`src/rtl/assert_macros.svh`:
```
// Concurrent assertion macros used by the top-level RTL module
`ifndef ASSERT_MACROS_SVH
`define ASSERT_MACROS_SVH

// same-cycle implication, clocked on clk, off during reset
`define ASSERT_IMPL(label, ante, cons) \
  label: assert property (@(posedge clk) disable iff (!rst_n) (ante) |-> (cons)) \
    else $error("assertion failed");

// next-cycle implication, clocked on clk, off during reset
`define ASSERT_NEXT(label, ante, cons) \
  label: assert property (@(posedge clk) disable iff (!rst_n) (ante) |=> (cons)) \
    else $error("assertion failed");

`endif

```
`src/rtl/pmss_pkg.sv`:
```
// Types, constants and helper functions of the pixel mask stage selector
package pmss_pkg;

  localparam int COLUMNS = 400;
  localparam int ROWS    = 192;

  localparam int COL_W = 9;
  localparam int ROW_W = 8;
  localparam int SER_W = 11;
  localparam int REM_W = 12;
  localparam int CNT_W = 12;
  localparam int STG_W = 11;
  localparam int NWR   = 9;
  localparam int NNB   = NWR - 1;
  localparam int IDX_W = $clog2(NWR);
  localparam int NB_TABLES   = 5;
  localparam int TBL_W       = $clog2(NB_TABLES);
  localparam int NB_PATTERNS = 12;

  localparam logic [COL_W-1:0] COL_LAST = COL_W'(COLUMNS - 1);
  localparam logic [COL_W-1:0] COL_PREV = COL_W'(COLUMNS - 2);
  localparam logic [ROW_W-1:0] ROW_LAST = ROW_W'(ROWS - 1);

  localparam logic [COL_W-1:0] SQ_LIN_LO = 9'd128;
  localparam logic [COL_W-1:0] SQ_LIN_HI = 9'd263;
  localparam logic [COL_W-1:0] SQ_SYNC   = 9'd127;
  localparam logic [COL_W-1:0] SQ_DIFF   = 9'd264;
  localparam logic [COL_W-1:0] RC_LIN_LO = 9'd129;
  localparam logic [COL_W-1:0] RC_LIN_HI = 9'd262;
  localparam logic [COL_W-1:0] RC_SYNC   = 9'd126;
  localparam logic [COL_W-1:0] RC_DIFF   = 9'd265;

  localparam logic [1:0] SCAN_STD    = 2'd0;
  localparam logic [1:0] SCAN_XT_NB  = 2'd1;
  localparam logic [1:0] SCAN_XT_CTR = 2'd2;

  localparam logic [1:0] SENSOR_SQ = 2'd0;
  localparam logic [1:0] SENSOR_UD = 2'd1;
  localparam logic [1:0] SENSOR_DU = 2'd2;

  localparam logic [2:0] EDGE_ALL    = 3'd0;
  localparam logic [2:0] EDGE_NONE   = 3'd1;
  localparam logic [2:0] EDGE_SYNC   = 3'd2;
  localparam logic [2:0] EDGE_LIN    = 3'd3;
  localparam logic [2:0] EDGE_DIFF   = 3'd4;
  localparam logic [2:0] EDGE_CORNER = 3'd5;

  localparam logic [2:0] REG_SCAN_MODE    = 3'd0;
  localparam logic [2:0] REG_NB_PATTERN   = 3'd1;
  localparam logic [2:0] REG_SENSOR_TYPE  = 3'd2;
  localparam logic [2:0] REG_EDGE_POLICY  = 3'd3;
  localparam logic [2:0] REG_STAGE_COUNT  = 3'd4;
  localparam logic [2:0] REG_MASK_STAGE   = 3'd5;

  localparam logic [TBL_W-1:0] TBL_SQ = 3'd0;
  localparam logic [TBL_W-1:0] TBL_UD = 3'd1;
  localparam logic [TBL_W-1:0] TBL_DU = 3'd3;

  typedef logic signed [2:0] pmss_off_t;

  localparam pmss_off_t NB_DC [NB_TABLES][NNB] = '{
    '{ 3'sd0,  3'sd1,  3'sd1,  3'sd1,  3'sd0, -3'sd1, -3'sd1, -3'sd1},
    '{ 3'sd1,  3'sd3,  3'sd2,  3'sd3,  3'sd1, -3'sd1, -3'sd2, -3'sd1},
    '{-3'sd1,  3'sd1,  3'sd2,  3'sd1, -3'sd1, -3'sd3, -3'sd2, -3'sd3},
    '{ 3'sd1,  3'sd3,  3'sd2,  3'sd3,  3'sd1, -3'sd1, -3'sd2, -3'sd1},
    '{-3'sd1,  3'sd1,  3'sd2,  3'sd1, -3'sd1, -3'sd3, -3'sd2, -3'sd3}
  };

  localparam pmss_off_t NB_DR [NB_TABLES][NNB] = '{
    '{ 3'sd1,  3'sd1,  3'sd0, -3'sd1, -3'sd1, -3'sd1,  3'sd0,  3'sd1},
    '{ 3'sd0,  3'sd0,  3'sd0, -3'sd1, -3'sd1, -3'sd1,  3'sd0,  3'sd0},
    '{ 3'sd1,  3'sd1,  3'sd0,  3'sd0,  3'sd0,  3'sd0,  3'sd0,  3'sd1},
    '{ 3'sd1,  3'sd1,  3'sd0,  3'sd0,  3'sd0,  3'sd0,  3'sd0,  3'sd1},
    '{ 3'sd0,  3'sd0,  3'sd0, -3'sd1, -3'sd1, -3'sd1,  3'sd0,  3'sd0}
  };

  localparam logic [NNB-1:0] PATTERN_BITS [NB_PATTERNS] = '{
    8'hFF, 8'h55, 8'h11, 8'h44, 8'h10, 8'h01,
    8'h04, 8'h40, 8'h08, 8'h20, 8'h02, 8'h80
  };

  typedef struct packed {
    logic [NWR-1:0]            mask;
    logic [NWR-1:0][COL_W-1:0] col;
    logic [NWR-1:0][ROW_W-1:0] row;
    logic                      c_en;
    logic                      c_inj;
    logic                      n_en;
    logic                      n_inj;
  } pmss_list_t;

  function automatic logic pmss_excluded(input logic [COL_W-1:0] col,
                                         input logic [ROW_W-1:0] row,
                                         input logic [1:0] sensor,
                                         input logic [2:0] policy);
    logic ex;
    ex = 1'b0;
    if (policy == EDGE_CORNER) begin
      ex = !(col == '0 && row == '0);
    end else if (policy == EDGE_ALL) begin
      ex = 1'b0;
    end else if (sensor == SENSOR_SQ) begin
      ex = (col == '0) || (col == COL_LAST) || (row == '0) || (row == ROW_LAST) ||
           (policy == EDGE_LIN && (col <= SQ_LIN_LO || col >= SQ_LIN_HI)) ||
           (policy == EDGE_SYNC && col >= SQ_SYNC) ||
           (policy == EDGE_DIFF && col <= SQ_DIFF);
    end else begin
      ex = (col == '0) || (col == COL_W'(1)) || (col == COL_LAST) || (col == COL_PREV) ||
           (sensor == SENSOR_UD &&
            ((!col[0] && row == '0) || (col[0] && row == ROW_LAST))) ||
           (sensor == SENSOR_DU &&
            ((col[0] && row == '0) || (!col[0] && row == ROW_LAST))) ||
           (policy == EDGE_LIN && (col <= RC_LIN_LO || col >= RC_LIN_HI)) ||
           (policy == EDGE_SYNC && col >= RC_SYNC) ||
           (policy == EDGE_DIFF && col <= RC_DIFF);
    end
    return ex;
  endfunction

  function automatic logic [REM_W-1:0] pmss_rem_step(input logic [REM_W-1:0] r,
                                                     input logic b,
                                                     input logic [REM_W-1:0] d);
    logic [REM_W-1:0] t;
    t = {r[REM_W-2:0], b};
    return (t >= d) ? t - d : t;
  endfunction

endpackage

```
`src/rtl/pixel_mask_stage_selector.sv`:
```
// Top level of the pixel mask stage selector: config, selection pipeline, write output
//
// Usage
//   Input: drive start with in_func, in_pixel_col, in_pixel_row and in_current_inject;
//   the word is taken at a clock edge where start is high and busy is low.
//   Output: each pixel write is on out_col, out_row, out_pixel_enable and
//   out_inject_enable for one cycle, marked by out_valid; out_last flags the
//   final write of an input word. The receiver cannot stall the block.
//   Config: cfg_valid with cfg_index and cfg_data writes one register;
//   cfg_ready is always high. Write only while the block is idle.
// Pipeline and throughput
//   After the entry register, three stages finish the serial-number remainder,
//   one builds the write list, one loads the serialiser and one drives the ports.
//   A word producing n writes (1 to 9) holds the output serialiser until its
//   last write is sent; words producing none or one write flow at one per cycle
//   while no word with more writes holds the serialiser. busy rises while the
//   serialiser is full and the pipeline behind it has filled up.
// Reset
//   rst_n low clears the stage valid flags and the serialiser and loads the register defaults.
module pixel_mask_stage_selector import pmss_pkg::*; (
  input  logic              clk,
  input  logic              rst_n,
  input  logic              start,
  output logic              busy,
  input  logic              in_func,
  input  logic [COL_W-1:0]  in_pixel_col,
  input  logic [ROW_W-1:0]  in_pixel_row,
  input  logic              in_current_inject,
  output logic              out_valid,
  output logic [COL_W-1:0]  out_col,
  output logic [ROW_W-1:0]  out_row,
  output logic              out_pixel_enable,
  output logic              out_inject_enable,
  output logic              out_last,
  input  logic              cfg_valid,
  output logic              cfg_ready,
  input  logic [2:0]        cfg_index,
  input  logic [CNT_W-1:0]  cfg_data
);

  localparam int DIV_A = 4;
  localparam int DIV_B = 8;

  logic [1:0]       scan_mode_r;
  logic [3:0]       nb_pattern_r;
  logic [1:0]       sensor_type_r;
  logic [2:0]       edge_policy_r;
  logic [CNT_W-1:0] stage_count_r;
  logic [STG_W-1:0] mask_stage_r;

  logic v1_r, v2_r, v3_r, v4_r, v5_r;
  logic rdy1, rdy2, rdy3, rdy4, rdy5;
  logic em_ready;

  logic             s1_func_r, s1_inj_r, s1_ok_r;
  logic [COL_W-1:0] s1_col_r;
  logic [ROW_W-1:0] s1_row_r;
  logic [SER_W-1:0] s1_ser_r;
  logic [2:0]       ser_mid;
  logic             in_range;

  logic             s2_func_r, s2_inj_r, s2_ok_r;
  logic [COL_W-1:0] s2_col_r;
  logic [ROW_W-1:0] s2_row_r;
  logic [SER_W-1:0] s2_ser_r;
  logic [REM_W-1:0] s2_rem_r, s2_rem_nxt;

  logic             s3_func_r, s3_inj_r, s3_ok_r;
  logic [COL_W-1:0] s3_col_r;
  logic [ROW_W-1:0] s3_row_r;
  logic [SER_W-1:0] s3_ser_r;
  logic [REM_W-1:0] s3_rem_r, s3_rem_nxt;

  logic             s4_func_r, s4_inj_r, s4_sel_r, s4_sel_nxt;
  logic [COL_W-1:0] s4_col_r;
  logic [ROW_W-1:0] s4_row_r;
  logic [REM_W-1:0] rem_fin;

  pmss_list_t       s5_list_r, s5_list_nxt;

  logic [TBL_W-1:0]          tbl;
  logic                      tbl_ok;
  logic [NNB-1:0]            pat;
  logic signed [COL_W+1:0]   nc;
  logic signed [ROW_W+1:0]   nr;
  logic                      inb;

  // configuration
  assign cfg_ready = 1'b1;

  always_ff @(posedge clk) begin
    if (!rst_n) begin
      scan_mode_r   <= SCAN_STD;
      nb_pattern_r  <= 4'd1;
      sensor_type_r <= SENSOR_SQ;
      edge_policy_r <= EDGE_ALL;
      stage_count_r <= CNT_W'(32);
      mask_stage_r  <= '0;
    end else if (cfg_valid && cfg_ready) begin
      case (cfg_index)
        REG_SCAN_MODE:   scan_mode_r   <= cfg_data[1:0];
        REG_NB_PATTERN:  nb_pattern_r  <= cfg_data[3:0];
        REG_SENSOR_TYPE: sensor_type_r <= cfg_data[1:0];
        REG_EDGE_POLICY: edge_policy_r <= cfg_data[2:0];
        REG_STAGE_COUNT: stage_count_r <= cfg_data;
        REG_MASK_STAGE:  mask_stage_r  <= cfg_data[STG_W-1:0];
        default: ;
      endcase
    end
  end

  // pipeline flow
  assign rdy5 = !v5_r || em_ready || (s5_list_r.mask == '0);
  assign rdy4 = !v4_r || rdy5;
  assign rdy3 = !v3_r || rdy4;
  assign rdy2 = !v2_r || rdy3;
  assign rdy1 = !v1_r || rdy2;
  assign busy = !rdy1;

  always_ff @(posedge clk) begin
    if (!rst_n) begin
      v1_r <= 1'b0;
      v2_r <= 1'b0;
      v3_r <= 1'b0;
      v4_r <= 1'b0;
      v5_r <= 1'b0;
    end else begin
      if (rdy1) v1_r <= start;
      if (rdy2) v2_r <= v1_r;
      if (rdy3) v3_r <= v2_r;
      if (rdy4) v4_r <= v3_r;
      if (rdy5) v5_r <= v4_r;
    end
  end

  // stage 1: range, edge exclusion, serial number
  assign ser_mid  = in_pixel_col[2:0] + in_pixel_row[5:3];
  assign in_range = (in_pixel_col <= COL_LAST) && (in_pixel_row <= ROW_LAST);

  always_ff @(posedge clk) begin
    if (rdy1) begin
      s1_func_r <= in_func;
      s1_inj_r  <= in_current_inject && in_range;
      s1_col_r  <= in_pixel_col;
      s1_row_r  <= in_pixel_row;
      s1_ok_r   <= in_range &&
                   !pmss_excluded(in_pixel_col, in_pixel_row, sensor_type_r, edge_policy_r);
      s1_ser_r  <= {in_pixel_row[ROW_W-1:3], ser_mid, in_pixel_row[2:0]};
    end
  end

  // stages 2 to 4: remainder of serial by stage count, bits taken four, four and three per stage
  always_comb begin
    s2_rem_nxt = '0;
    for (int i = 0; i < DIV_A; i++) begin
      s2_rem_nxt = pmss_rem_step(s2_rem_nxt, s1_ser_r[SER_W-1-i], stage_count_r);
    end
    s3_rem_nxt = s2_rem_r;
    for (int i = DIV_A; i < DIV_B; i++) begin
      s3_rem_nxt = pmss_rem_step(s3_rem_nxt, s2_ser_r[SER_W-1-i], stage_count_r);
    end
    rem_fin = s3_rem_r;
    for (int i = DIV_B; i < SER_W; i++) begin
      rem_fin = pmss_rem_step(rem_fin, s3_ser_r[SER_W-1-i], stage_count_r);
    end
    s4_sel_nxt = s3_ok_r && (stage_count_r != '0) && (rem_fin == {1'b0, mask_stage_r});
  end

  always_ff @(posedge clk) begin
    if (rdy2) begin
      s2_func_r <= s1_func_r;
      s2_inj_r  <= s1_inj_r;
      s2_ok_r   <= s1_ok_r;
      s2_col_r  <= s1_col_r;
      s2_row_r  <= s1_row_r;
      s2_ser_r  <= s1_ser_r;
      s2_rem_r  <= s2_rem_nxt;
    end
    if (rdy3) begin
      s3_func_r <= s2_func_r;
      s3_inj_r  <= s2_inj_r;
      s3_ok_r   <= s2_ok_r;
      s3_col_r  <= s2_col_r;
      s3_row_r  <= s2_row_r;
      s3_ser_r  <= s2_ser_r;
      s3_rem_r  <= s3_rem_nxt;
    end
    if (rdy4) begin
      s4_func_r <= s3_func_r;
      s4_inj_r  <= s3_inj_r;
      s4_col_r  <= s3_col_r;
      s4_row_r  <= s3_row_r;
      s4_sel_r  <= s4_sel_nxt;
    end
  end

  // stage 5: build the write list, centre first then neighbours in table order
  always_comb begin
    tbl_ok = 1'b1;
    case (sensor_type_r)
      SENSOR_SQ: tbl = TBL_SQ;
      SENSOR_UD: tbl = TBL_UD + TBL_W'(s4_col_r[0]);
      SENSOR_DU: tbl = TBL_DU + TBL_W'(s4_col_r[0]);
      default: begin
        tbl    = TBL_SQ;
        tbl_ok = 1'b0;
      end
    endcase
    pat = (nb_pattern_r < 4'(NB_PATTERNS)) ? PATTERN_BITS[nb_pattern_r] : '0;

    s5_list_nxt        = '0;
    s5_list_nxt.col[0] = s4_col_r;
    s5_list_nxt.row[0] = s4_row_r;
    nc  = '0;
    nr  = '0;
    inb = 1'b0;
    for (int i = 0; i < NNB; i++) begin
      nc  = $signed({2'b00, s4_col_r}) + (COL_W+2)'(NB_DC[tbl][i]);
      nr  = $signed({2'b00, s4_row_r}) + (ROW_W+2)'(NB_DR[tbl][i]);
      inb = (nc >= 0) && (nc <= $signed((COL_W+2)'(COLUMNS - 1))) &&
            (nr >= 0) && (nr <= $signed((ROW_W+2)'(ROWS - 1)));
      s5_list_nxt.col[i+1] = nc[COL_W-1:0];
      s5_list_nxt.row[i+1] = nr[ROW_W-1:0];
      s5_list_nxt.mask[i+1] = (scan_mode_r == SCAN_XT_NB || scan_mode_r == SCAN_XT_CTR) &&
                              s4_sel_r && tbl_ok && pat[i] && inb;
    end

    case (scan_mode_r)
      SCAN_STD: begin
        s5_list_nxt.mask[0] = !s4_func_r && (s4_sel_r || s4_inj_r);
        s5_list_nxt.c_en    = s4_sel_r;
        s5_list_nxt.c_inj   = s4_sel_r;
      end
      SCAN_XT_NB: begin
        s5_list_nxt.mask[0] = s4_sel_r;
        s5_list_nxt.c_en    = !s4_func_r;
        s5_list_nxt.n_inj   = !s4_func_r;
      end
      SCAN_XT_CTR: begin
        s5_list_nxt.mask[0] = s4_sel_r;
        s5_list_nxt.c_inj   = !s4_func_r;
        s5_list_nxt.n_en    = !s4_func_r;
      end
      default: s5_list_nxt.mask = '0;
    endcase
  end

  always_ff @(posedge clk) begin
    if (rdy5) s5_list_r <= s5_list_nxt;
  end

  pmss_emit u_emit (
    .clk               (clk),
    .rst_n             (rst_n),
    .in_valid          (v5_r),
    .in_list           (s5_list_r),
    .ready             (em_ready),
    .out_valid         (out_valid),
    .out_col           (out_col),
    .out_row           (out_row),
    .out_pixel_enable  (out_pixel_enable),
    .out_inject_enable (out_inject_enable),
    .out_last          (out_last)
  );

`include "assert_macros.svh"

  `ASSERT_IMPL(a_busy_needs_entry, busy, v1_r && v2_r && v3_r && v4_r && v5_r)
  `ASSERT_NEXT(a_burst_continues, out_valid && !out_last, out_valid)
  `ASSERT_NEXT(a_entry_holds, v1_r && busy, v1_r)
  `ASSERT_IMPL(a_last_in_word, out_last, out_valid)

endmodule

```
`src/rtl/pmss_emit.sv`:
```
// Write serialiser: sends one pixel write per cycle from a list of up to nine
module pmss_emit import pmss_pkg::*; (
  input  logic              clk,
  input  logic              rst_n,
  input  logic              in_valid,
  input  pmss_list_t        in_list,
  output logic              ready,
  output logic              out_valid,
  output logic [COL_W-1:0]  out_col,
  output logic [ROW_W-1:0]  out_row,
  output logic              out_pixel_enable,
  output logic              out_inject_enable,
  output logic              out_last
);

  logic [NWR-1:0]            mask_r, mask_nxt, rest;
  logic [NWR-1:0][COL_W-1:0] col_r;
  logic [NWR-1:0][ROW_W-1:0] row_r;
  logic                      c_en_r, c_inj_r, n_en_r, n_inj_r;
  logic [IDX_W-1:0]          idx;
  logic                      load;
  logic                      out_valid_r, out_valid_nxt;
  logic [COL_W-1:0]          out_col_r, out_col_nxt;
  logic [ROW_W-1:0]          out_row_r, out_row_nxt;
  logic                      out_en_r, out_en_nxt, out_inj_r, out_inj_nxt;
  logic                      out_last_r, out_last_nxt;

  assign rest  = mask_r & (mask_r - NWR'(1));
  assign ready = (rest == '0);
  assign load  = in_valid && ready && (in_list.mask != '0);

  always_comb begin
    idx = '0;
    for (int i = NWR - 1; i >= 0; i--) begin
      if (mask_r[i]) idx = IDX_W'(i);
    end
    mask_nxt      = load ? in_list.mask : rest;
    out_valid_nxt = (mask_r != '0);
    out_col_nxt   = col_r[idx];
    out_row_nxt   = row_r[idx];
    out_en_nxt    = (idx == '0) ? c_en_r : n_en_r;
    out_inj_nxt   = (idx == '0) ? c_inj_r : n_inj_r;
    out_last_nxt  = (rest == '0);
  end

  always_ff @(posedge clk) begin
    if (!rst_n) begin
      mask_r      <= '0;
      out_valid_r <= 1'b0;
    end else begin
      mask_r      <= mask_nxt;
      out_valid_r <= out_valid_nxt;
    end
  end

  always_ff @(posedge clk) begin
    if (load) begin
      col_r   <= in_list.col;
      row_r   <= in_list.row;
      c_en_r  <= in_list.c_en;
      c_inj_r <= in_list.c_inj;
      n_en_r  <= in_list.n_en;
      n_inj_r <= in_list.n_inj;
    end
    out_col_r  <= out_col_nxt;
    out_row_r  <= out_row_nxt;
    out_en_r   <= out_en_nxt;
    out_inj_r  <= out_inj_nxt;
    out_last_r <= out_last_nxt;
  end

  assign out_valid         = out_valid_r;
  assign out_col           = out_col_r;
  assign out_row           = out_row_r;
  assign out_pixel_enable  = out_en_r;
  assign out_inject_enable = out_inj_r;
  assign out_last          = out_last_r && out_valid_r;

endmodule

```
`config.mk`:
```
export PLATFORM = sky130hd
export DESIGN_NAME = pixel_mask_stage_selector
export DESIGN_NICKNAME = d
export VERILOG_FILES = /design/src/rtl/pmss_pkg.sv /design/src/rtl/pixel_mask_stage_selector.sv /design/src/rtl/pmss_emit.sv
export VERILOG_INCLUDE_DIRS = /design/src /design/src/rtl
export SDC_FILE = /design/constraint.sdc
export NUM_CORES = 1
export LEC_CHECK = 0
export ABC_AREA = 1
export ABC_CLOCK_PERIOD_IN_PS = 20700
export BUFFER_PORTS_ARGS = -buffer_cell sky130_fd_sc_hd__buf_2
export CAP_MARGIN = 10
export CORE_ASPECT_RATIO = 1.1
export CORE_MARGIN = 1
export CORE_UTILIZATION = 35
export DETAILED_ROUTE_END_ITERATION = 8
export PLACE_DENSITY = 0.52
export SYNTH_ARGS = -nofsm -noshare
export SYNTH_HDL_FRONTEND = slang
export SYNTH_SLANG_ARGS = --single-unit
```
`constraint.sdc`:
```
create_clock -name clk -period 20.7 [get_ports clk]
set_input_delay 2.07 -clock clk [delete_from_list [all_inputs] [get_ports clk]]
set_output_delay 2.07 -clock clk [all_outputs]
set_load 0.03 [all_outputs]
```
==> reports/metrics.yaml, run 1 <==
status: "completed"
grt_pass1_wl_um: 88700
antenna_found_initial: 3
ios: 61
ys_warn_count: 0
gp_congestion: 0.899
wl_um: 58000
grt_pass1_vias: 16200
yosys.area.top_type: "edfxtp_1"
firstDrtPassIters: 6
arrival_ps: 8160
setup_violations: 0
cts_hold_buf: 0
tns_ps: 0
syn_area_sq_um: 21400
core_area_sq_um: 60100
cts_buffers: 39
synth_commonest_cells: "nand2_1 (548), inv_1 (292), edfxtp_1 (277), nand3_1 (161), nor2_1 (159)"
ff2ff_path_depth: 42
crit_slowest_cell: "a21oi_1"
rows: 94
synthDistinctLibCells: 70
ys.flop_type: "edfxtp_1"
rsz0062_at_grt: "no"
crit_buf_inv: 9
vias: 16700
period_share_pct: 38.0
slew-limit-headroom_pct: 25.4
layout-drive-gt1-share_pct: 9.13
end_kind: "flip-flop"
ys_async_sr_fraction_pct: 0
clock_sinks: 346
clock_skew_ps: 23.3
synth_seq_cells: 346
critPathTopFamily: "compound AO/OA/AOI/OAI gates"
finalMaxSlewViolations: 0
grt_overflow_total: 0
post_cts.repair.setup_buffers: 0
clk_path_buf_depth: 3
drv_cap: 0
start_util_pct: 35.5
path_max_fanout: 14
die-area_sq_um: 62000
fmaxAchievable_ghz: 0.127
synth_nets: 2641
dr.first_iter.drc_count: 981
dp_hpwl_um: 44400
synth-edff-count: 277
hold_path.class: "flip-flop to flip-flop"
grt_max_degree: 89
cp.depth: 42
synth_area_leaders: "edfxtp_1 (39%), nand2_1 (9.6%), ha_1 (9.3%)"
portBuffers: 59
period_minus_slack_ps: 7860
die-height_um: 261
fin_nets: 2721
startpoint_type: "flip-flop"
cts_htree_levels: 2
path_class: "flip-flop to flip-flop"
area_growth_pct: 12.2
netlist.area_leader.share_pct: 39.0
worstHoldPathCells: 0
hold_violations: 0
path_common_cell: "nand2_1"
max_stage_delay_ps: 470
drtAntennaViolNets: 0
clockRootBuffer: "clkbuf_16"
die_x_um: 237
clk_latency_ps: 560
synth_cells: 2430
seq_area_frac_synth_pct: 45.4
wl_per_cell_um: 17.3
synth.avg_cell_area_sq_um: 8.79
clkTransAtPathRegs_ps: 60
cts_resized: 0
worst_pin_slew_ps: 1120
via_per_inst: 4.97
final_util_pct: 39.9
yosysMostFrequentCell: "nand2_1"
fill_cells: 5995
grt.total_usage_pct: 18.5
drc: 0
cts_tree: "yes"
required_ps: 21000
-- layout by cell type (no fill, tap or decap), types with 7 or more instances in the layout --
cell       netlist  final
buf_2           12     59
o2111ai_1       11     11
clkinv_1         2      8
clkbuf_16        0     40
nand4_1         22     22
and2_1          13     13
o21ai_2          7      7
xnor2_1         39     39
fa_1            15     15
a31oi_1         14     14
nand3_2          9      9
nor2_2           8      8
nand2_1        548    547
o21bai_1         8      8
a21o_1          11     11
inv_2            9      8
nor3_1          30     30
dfxtp_1         69     69
ha_1           158    158
nand2_2         11     11
o221ai_1         7      7
edfxtp_1       277    277
o21ai_0        138    138
xor2_1          68     68
inv_1          292    292
o211ai_1        18     18
o21ai_1         25     25
or2_2           20     20
nand3_1        161    161
nand3b_1         9      9
a21oi_1        157    157
buf_4            7     20
nor2_1         159    159
-- area by class of cell --
cell class	count	area [sq um]	area share, %
Timing Repair Buffer	79	445	1.86
Antenna cell	2	5.00	0.0209
Clock buffer	48	1070	4.47
Clock inverter	23	274	1.14
Sequential cell	346	9700	40.5
Multi-Input combinational cell	1738	10300	42.9
Tap cell	816	1020	4.26
Inverter	306	1160	4.83
-- through the flow --
| stage | instances | hold WS, ps | cell area [sq um] | worst slack (ps) |
|---|---|---|---|---|
| after detailed placement | 3285 | 405 | 22600 | 12830 |
| after global placement | 3285 | 401 | 22600 | 12890 |
| after CTS | 3356 | 409 | 23900 | 12800 |
| final | 3358 | 410 | 24000 | 12840 |
| after floorplan | 2430 | 400 | 21400 | 14160 |
| after global routing | 3358 | 421 | 24000 | 12060 |
-- routing by layer --
metal  track usage [%]  vias to the layer above  part of all wire [%]  routed length [um]
li1                  -                     8442                     -                   -
met1              23.4                     7826                    46               26400
met2              31.8                      311                    47               27400
met3              2.39                      110                   3.4                2000
met4              8.30                        0                   3.8                2180
met5                 0                        -                     0                   0
-- final timing paths --
check | to | slack, ps | start
min reg2reg | u_emit.col_r[45] | 410 | s5_list_r[85]
max reg2reg | s3_rem_r[5] | 12840 | stage_count_r[2]
max | s3_rem_r[5] | 12840 | stage_count_r[2]
min | u_emit.col_r[45] | 410 | s5_list_r[85]
-- flip-flops by register name (all words and copies together) (netlist names), 11 cells and up --
signal,cells
mask_stage_r,11
s3_rem_r,11
stage_count_r,12
u_emit.row_r,24
s2_rem_r,11
s5_list_r,89
u_emit.col_r,52
-- cell families after synthesis --
group	Yosys count	synth area share [%]
AOI/OAI and AO/OA	437	11.9
xor gates and xnor gates	107	4.39
adders and majority gates	173	10.7
buffers and inverters	346	6.46
DFF	346	45.4
muxes	2	0.105
other	1	0.0176
and+or+nand+nor	1018	21.0
Power of run 1 is not shown: default switching activity piles up to over one toggle a cycle in this logic, so the estimate is an artifact.
==> run 2, diff against run 1 <==
--- a/config.mk
+++ b/config.mk
@@ -6,8 +6,8 @@
 export SDC_FILE = /design/constraint.sdc
 export NUM_CORES = 1
 export LEC_CHECK = 0
-export ABC_AREA = 1
-export ABC_CLOCK_PERIOD_IN_PS = 20700
+export ABC_AREA = 0
+export ABC_CLOCK_PERIOD_IN_PS = 7400
 export BUFFER_PORTS_ARGS = -buffer_cell sky130_fd_sc_hd__buf_2
 export CAP_MARGIN = 10
 export CORE_ASPECT_RATIO = 1.1
==> constraint.sdc (replaced) <==
create_clock -name clk -period 7.4 [get_ports clk]
set_input_delay 0.74 -clock clk [delete_from_list [all_inputs] [get_ports clk]]
set_output_delay 0.74 -clock clk [all_outputs]
set_load 0.03 [all_outputs]
==> reports/metrics.yaml, run 2 <==
wl_per_cell_um: 19.0  # was 17.3 um
crit_slowest_cell: "or4_4"  # was a21oi_1
clock_skew_ps: 15.1  # was 23.3 ps
cts_tree: "yes"  # unchanged
portBuffers: 59  # unchanged
drv_cap: 0  # unchanged
ys_warn_count: 0  # unchanged
die-height_um: 257  # was 261 um
start_util_pct: 35.5  # about the same
worst_pin_slew_ps: 1080  # was 1120 ps
layout_setup_ws_ps: -647  # was 12840 ps
path_class: "flip-flop to flip-flop"  # unchanged
violations: "design-rule violations, negative setup slack"
path_max_fanout: 8  # was 14
largest_register_ffs: 89  # unchanged
hold_path.class: "input port to flip-flop"  # was flip-flop to flip-flop
ys_async_sr_fraction_pct: 0  # unchanged
period_share_pct: 109  # was 38.0%
via_per_inst: 5.22  # was 4.97
end_kind: "flip-flop"  # unchanged
crit_buf_inv: 3  # was 9
fin_nets: 2550  # was 2721
synthXorXnorAreaFrac_pct: 5.52  # was 4.39%
ys.flop_type: "edfxtp_1"  # unchanged
area_growth_pct: 27.3  # was 12.2%
final_cell_mix: "buf_4 (328), edfxtp_1 (277), nand2_1 (155), nor2_1 (139), ha_1 (139)"  # was nand2_1 (547), inv_1 (292), edfxtp_1 (277), nand3_1 (161), nor2_1 (159)
netlist.area_leader.share_pct: 40.1  # was 39.0%
cts_buffers: 38  # was 39
synth-edff-count: 277  # unchanged
fmaxAchievable_ghz: 0.124  # was 0.127 GHz
grt.total_usage_pct: 19.7  # was 18.5%
ios: 61  # unchanged
clk_path_buf_depth: 3  # unchanged
rsz0062_at_grt: "yes"  # was no
synth_nets: 2157  # was 2641
clock_sinks: 346  # unchanged
yosysMostFrequentCell: "edfxtp_1"  # was nand2_1
vias: 16300  # was 16700
rows: 93  # was 94
grt_pass1_vias: 16200  # about the same
muxShareOfSynthArea_pct: 4.41  # was 0.105%
cts_hold_buf: 0  # unchanged
period_minus_slack_ps: 8050  # was 7860 ps
synth-adder-area-share_pct: 11.1  # was 10.7%
syn_area_sq_um: 20800  # was 21400 sq um
grt_overflow_total: 0  # unchanged
critPathTopFamily: "compound AO/OA/AOI/OAI gates"  # unchanged
antenna_found_initial: 1  # was 3
core_area_sq_um: 58500  # was 60100 sq um
grt_max_degree: 86  # was 89
fill_cells: 5467  # was 5995
slew-limit-headroom_pct: 27.8  # was 25.4%
synth_commonest_cells: "edfxtp_1 (277), ha_1 (158), nand2_1 (158), nor2_1 (142), inv_1 (122)"  # was nand2_1 (548), inv_1 (292), edfxtp_1 (277), nand3_1 (161), nor2_1 (159)
path_common_cell: "ha_4"  # was nand2_1
layout-drive-gt1-share_pct: 27.3  # was 9.13%
synth-simple-area-share_pct: 13.7  # was 21.0%
finalMaxSlewViolations: 0  # unchanged
synthDistinctLibCells: 89  # was 70
gp_congestion: 0.911  # was 0.899
synth_compound_area_share_pct: 15.3  # was 11.9%
grt_pass1_wl_um: 91300  # was 88700 um
largest-register: "s5_list_r"  # unchanged
clockRootBuffer: "clkbuf_16"  # unchanged
synth_area_leaders: "edfxtp_1 (40%), ha_1 (9.5%), dfxtp_1 (6.7%)"  # was edfxtp_1 (39%), nand2_1 (9.6%), ha_1 (9.3%)
clk_latency_ps: 550  # was 560 ps
setup_violations: 11  # was 0
wl_um: 59600  # was 58000 um
cts_htree_levels: 2  # unchanged
clkTransAtPathRegs_ps: 60  # about the same
synth_cells: 1946  # was 2430
die_x_um: 234  # was 237 um
startpoint_type: "flip-flop"  # unchanged
max_stage_delay_ps: 530  # was 470 ps
required_ps: 7700  # was 21000 ps
antenna_cells: 0  # was 2
die-area_sq_um: 60300  # was 62000 sq um
dp_hpwl_um: 44900  # was 44400 um
yosys.area.top_type: "edfxtp_1"  # unchanged
seq_area_frac_synth_pct: 46.7  # was 45.4%
synth_top_family_by_area: "compound AO/OA/AOI/OAI gates"  # was simple AND/OR/NAND/NOR gates
synth.avg_cell_area_sq_um: 10.7  # was 8.79 sq um
final_util_pct: 45.2  # was 39.9%
synth_seq_cells: 346  # unchanged
drtAntennaViolNets: 0  # unchanged
arrival_ps: 8340  # was 8160 ps
dr.first_iter.drc_count: 998  # was 981
hold_violations: 0  # unchanged
status: "finished, violations left"  # was completed
reg_top3: "s5_list_r: 89 flops, u_emit.col_r: 52 flops, u_emit.row_r: 24 flops"  # unchanged
firstDrtPassIters: 7  # was 6
final_common_cell: "buf_4"  # was nand2_1
drc: 4  # was 0
run 2: final timing paths:
check / from / end / slack (ps) / cells past startpoint
max: s2_rem_r[4] / s3_rem_r[6] / -650 / 37
min: in_func / s1_func_r / 370 / 1
max reg2reg: s2_rem_r[4] / s3_rem_r[6] / -650 / 37
min reg2reg: s5_list_r[110] / u_emit.col_r[34] / 410 / 0
run 2: cell type report:
type	count	area [sq um]	area share [%]
Tap cell	760	951	3.60
Clock inverter	18	173	0.653
Inverter	123	467	1.77
Clock buffer	50	1020	3.85
Timing Repair Buffer	404	2960	11.2
Multi-Input combinational cell	1426	11200	42.2
Sequential cell	346	9710	36.7
run 2: cells by family after synthesis:
| family | count (synthesis) |
|---|---|
| AO/OA/AOI/OAI | 464 |
| XOR/XNOR | 126 |
| adder cells (fa/ha/maj) | 176 |
| buffers and inverters | 174 |
| flip-flops | 346 |
| multiplexers | 83 |
| other | 1 |
| AND/OR/NAND/NOR | 576 |
run 2: per-layer routing:
| metal | vias to the layer above | wire [um] | GRT usage [%] |
|---|---|---|---|
| met2 | 310 | 28200 | 32.3 |
| li1 | 8025 | - | - |
| met4 | 0 | 1890 | 6.64 |
| met5 | - | 0 | 0 |
| met3 | 89 | 2030 | 2.53 |
| met1 | 7886 | 27500 | 26.5 |
run 2: timing repair:
action | 4_1_cts | 5_1_grt
cloned | 1 | 0
setup endpoints to repair | 22 | 23
gates resized for setup | 56 | 93
setup buffers | 41 | 20
pin swaps | 25 | 60
run 2: through the flow:
| stage | hold WS, ps | setup WS, ps | cells | instance area [sq um] | TNS (ps) |
|---|---|---|---|---|---|
| 6_report | 375 | -647 | 3127 | 26400 | -6660 |
| 5_1_grt | 351 | -888 | 3127 | 26400 | -9560 |
| 4_1_cts | 345 | -437 | 3108 | 25800 | -4590 |
| 3_5_place_dp | 405 | -646 | 2999 | 24100 | -9650 |
| 3_3_place_gp | 401 | -494 | 2999 | 24100 | -6410 |
| 2_1_floorplan | 400 | -350 | 1946 | 20900 | -6520 |
Power of run 2 is left out for the same reason.
==> run 3, diff against run 2 <==
--- a/config.mk
+++ b/config.mk
@@ -12,9 +12,10 @@
 export CAP_MARGIN = 10
 export CORE_ASPECT_RATIO = 1.1
 export CORE_MARGIN = 1
-export CORE_UTILIZATION = 35
+export CORE_UTILIZATION = 45
 export DETAILED_ROUTE_END_ITERATION = 8
-export PLACE_DENSITY = 0.52
+export PLACE_DENSITY = 0.63
+export SKIP_CTS_REPAIR_TIMING = 1
 export SYNTH_ARGS = -nofsm -noshare
 export SYNTH_HDL_FRONTEND = slang
 export SYNTH_SLANG_ARGS = --single-unit
==> reports/metrics.yaml, run 3 (synthesis results as in run 2) <==
grt_pass1_vias: 15300  # was 16200
hold_path.class: "input port to flip-flop"  # unchanged
period_share_pct: 107  # was 109%
hold_violations: 0  # unchanged
grt_pass1_wl_um: 82800  # was 91300 um
portBuffers: 59  # unchanged
wl_per_cell_um: 19.1  # was 19.0 um
worst_pin_slew_ps: 1240  # was 1080 ps
crit_slowest_cell: "o41a_4"  # was or4_4
core_area_sq_um: 45600  # was 58500 sq um
arrival_ps: 8190  # was 8340 ps
timing.hold.ws_ps: 385  # was 375 ps
clock_sinks: 346  # unchanged
grt_max_degree: 86  # unchanged
max_stage_delay_ps: 530  # about the same
firstDrtPassIters: 9  # was 7
period_minus_slack_ps: 7910  # was 8050 ps
finalMaxSlewViolations: 0  # unchanged
reg_top3: "s5_list_r: 89 flops, u_emit.col_r: 52 flops, u_emit.row_r: 24 flops"  # unchanged
cts_htree_levels: 2  # unchanged
path_max_fanout: 8  # unchanged
die_x_um: 207  # was 234 um
wl_um: 54500  # was 59600 um
clock_skew_ps: 17.2  # was 15.1 ps
ff2ff_path_depth: 34  # was 37
violations: "design-rule violations, negative setup slack"  # unchanged
final_cell_mix: "edfxtp_1 (277), buf_4 (236), nand2_1 (156), ha_1 (142), nor2_1 (137)"  # was buf_4 (328), edfxtp_1 (277), nand2_1 (155), nor2_1 (139), ha_1 (139)
rrSetupSlack_ps: -510  # was -650 ps
clk_latency_ps: 540  # was 550 ps
min-delay-start: "in_func"  # unchanged
place_ws_ps: -769  # was -646 ps
rows: 82  # was 93
drc: 5  # was 4
fin_nets: 2454  # was 2550
fmaxAchievable_ghz: 0.126  # was 0.124 GHz
layout_setup_ws_ps: -508  # was -647 ps
antenna_found_initial: 2  # was 1
gp_congestion: 0.942  # was 0.911
antenna_cells: 0  # unchanged
clockRootBuffer: "clkbuf_16"  # unchanged
ios: 61  # unchanged
rr_startpoint: "s2_rem_r[4]"  # unchanged
r2r-end: "s3_rem_r[2]"  # was s3_rem_r[6]
slew-limit-headroom_pct: 17.6  # was 27.8%
cts_tree: "yes"  # unchanged
dr.first_iter.drc_count: 941  # was 998
die-height_um: 227  # was 257 um
path_class: "flip-flop to flip-flop"  # unchanged
required_ps: 7680  # was 7700 ps
largest-register: "s5_list_r"  # unchanged
clk_path_buf_depth: 3  # unchanged
rsz0062_at_grt: "yes"  # unchanged
setup_violations: 11  # unchanged
grt.total_usage_pct: 22.8  # was 19.7%
area_growth_pct: 22.7  # was 27.3%
via_per_inst: 5.62  # was 5.22
die-area_sq_um: 47000  # was 60300 sq um
layout-drive-gt1-share_pct: 24.1  # was 27.3%
grt_overflow_total: 0  # unchanged
drtAntennaViolNets: 0  # unchanged
holdPathEnd: "s1_func_r"  # unchanged
final_common_cell: "edfxtp_1"  # was buf_4
cts_buffers: 35  # was 38
startpoint_type: "flip-flop"  # unchanged
largest_register_ffs: 89  # unchanged
clkTransAtPathRegs_ps: 70  # was 60 ps
worstHoldPathCells: 1  # unchanged
drv_cap: 0  # unchanged
vias: 16100  # was 16300
start_util_pct: 45.6  # was 35.5%
dp_hpwl_um: 40700  # was 44900 um
status: "finished, violations left"  # unchanged
end_kind: "flip-flop"  # unchanged
## run 3: cell types whose count changed in the layout (fill, tap and decap cells not counted), moves of 4 or more
| cell | before | now |
|---|---|---|
| a31oi_2 | 4 | 0 |
| clkbuf_1 | 11 | 6 |
| buf_4 | 328 | 236 |
| o21ai_1 | 14 | 9 |
| clkinv_2 | 3 | 8 |
| o21ai_2 | 7 | 11 |
| clkinv_1 | 6 | 2 |
| buf_6 | 14 | 8 |
## run 3: how the worst max path moves through the flow
stage	end	slack, ps	from
finish	s3_rem_r[2]	-510	s2_rem_r[4]
detailed placement	s3_rem_r[2]	-770	s2_row_r[3]
floorplan	s3_rem_r[3]	-350	stage_count_r[1]
CTS	s3_rem_r[2]	-810	s2_row_r[3]
global placement	s3_rem_r[2]	-560	s2_row_r[3]
global route	s3_rem_r[2]	-800	s2_row_r[3]
## run 3: through the flow
step	util (%)	setup TNS, ps	instances	cell area (sq um)
finish	55.9	-4810	2858	25500
global route	55.9	-9310	2858	25500
CTS	54.0	-15990	2825	24600
detailed placement	51.3	-14650	2761	23400
global placement	51.3	-11730	2761	23400
floorplan	-	-6520	1946	20900
## run 3: final cells by class
type,instances,area (sq um)
timing repair buffer,309,2250
fill,3895,20100
sequential,346,9710
multi-input combinational,1428,11100
tap,588,736
clock buffer,44,951
inverter,123,467
clock inverter,20,249
## run 3: worst max-delay path, delay by kind of cell (launching register included)
family / cells / cell delay [ps]
mux: 4 / 1280
flops: 1 / 430
simple gates: 4 / 460
compound gates: 19 / 3980
fa+ha+maj: 4 / 1010
buf+inv: 3 / 490
## run 3: metal layers
layer | up-vias | global-route usage, % | wire (um)
li1 | 7826 | - | -
met4 | 4 | 9.84 | 2280
met2 | 383 | 38.4 | 26500
met1 | 7736 | 29.5 | 23400
met5 | - | 0 | 27
met3 | 117 | 2.65 | 2290
Power of run 3 is left out for the same reason.
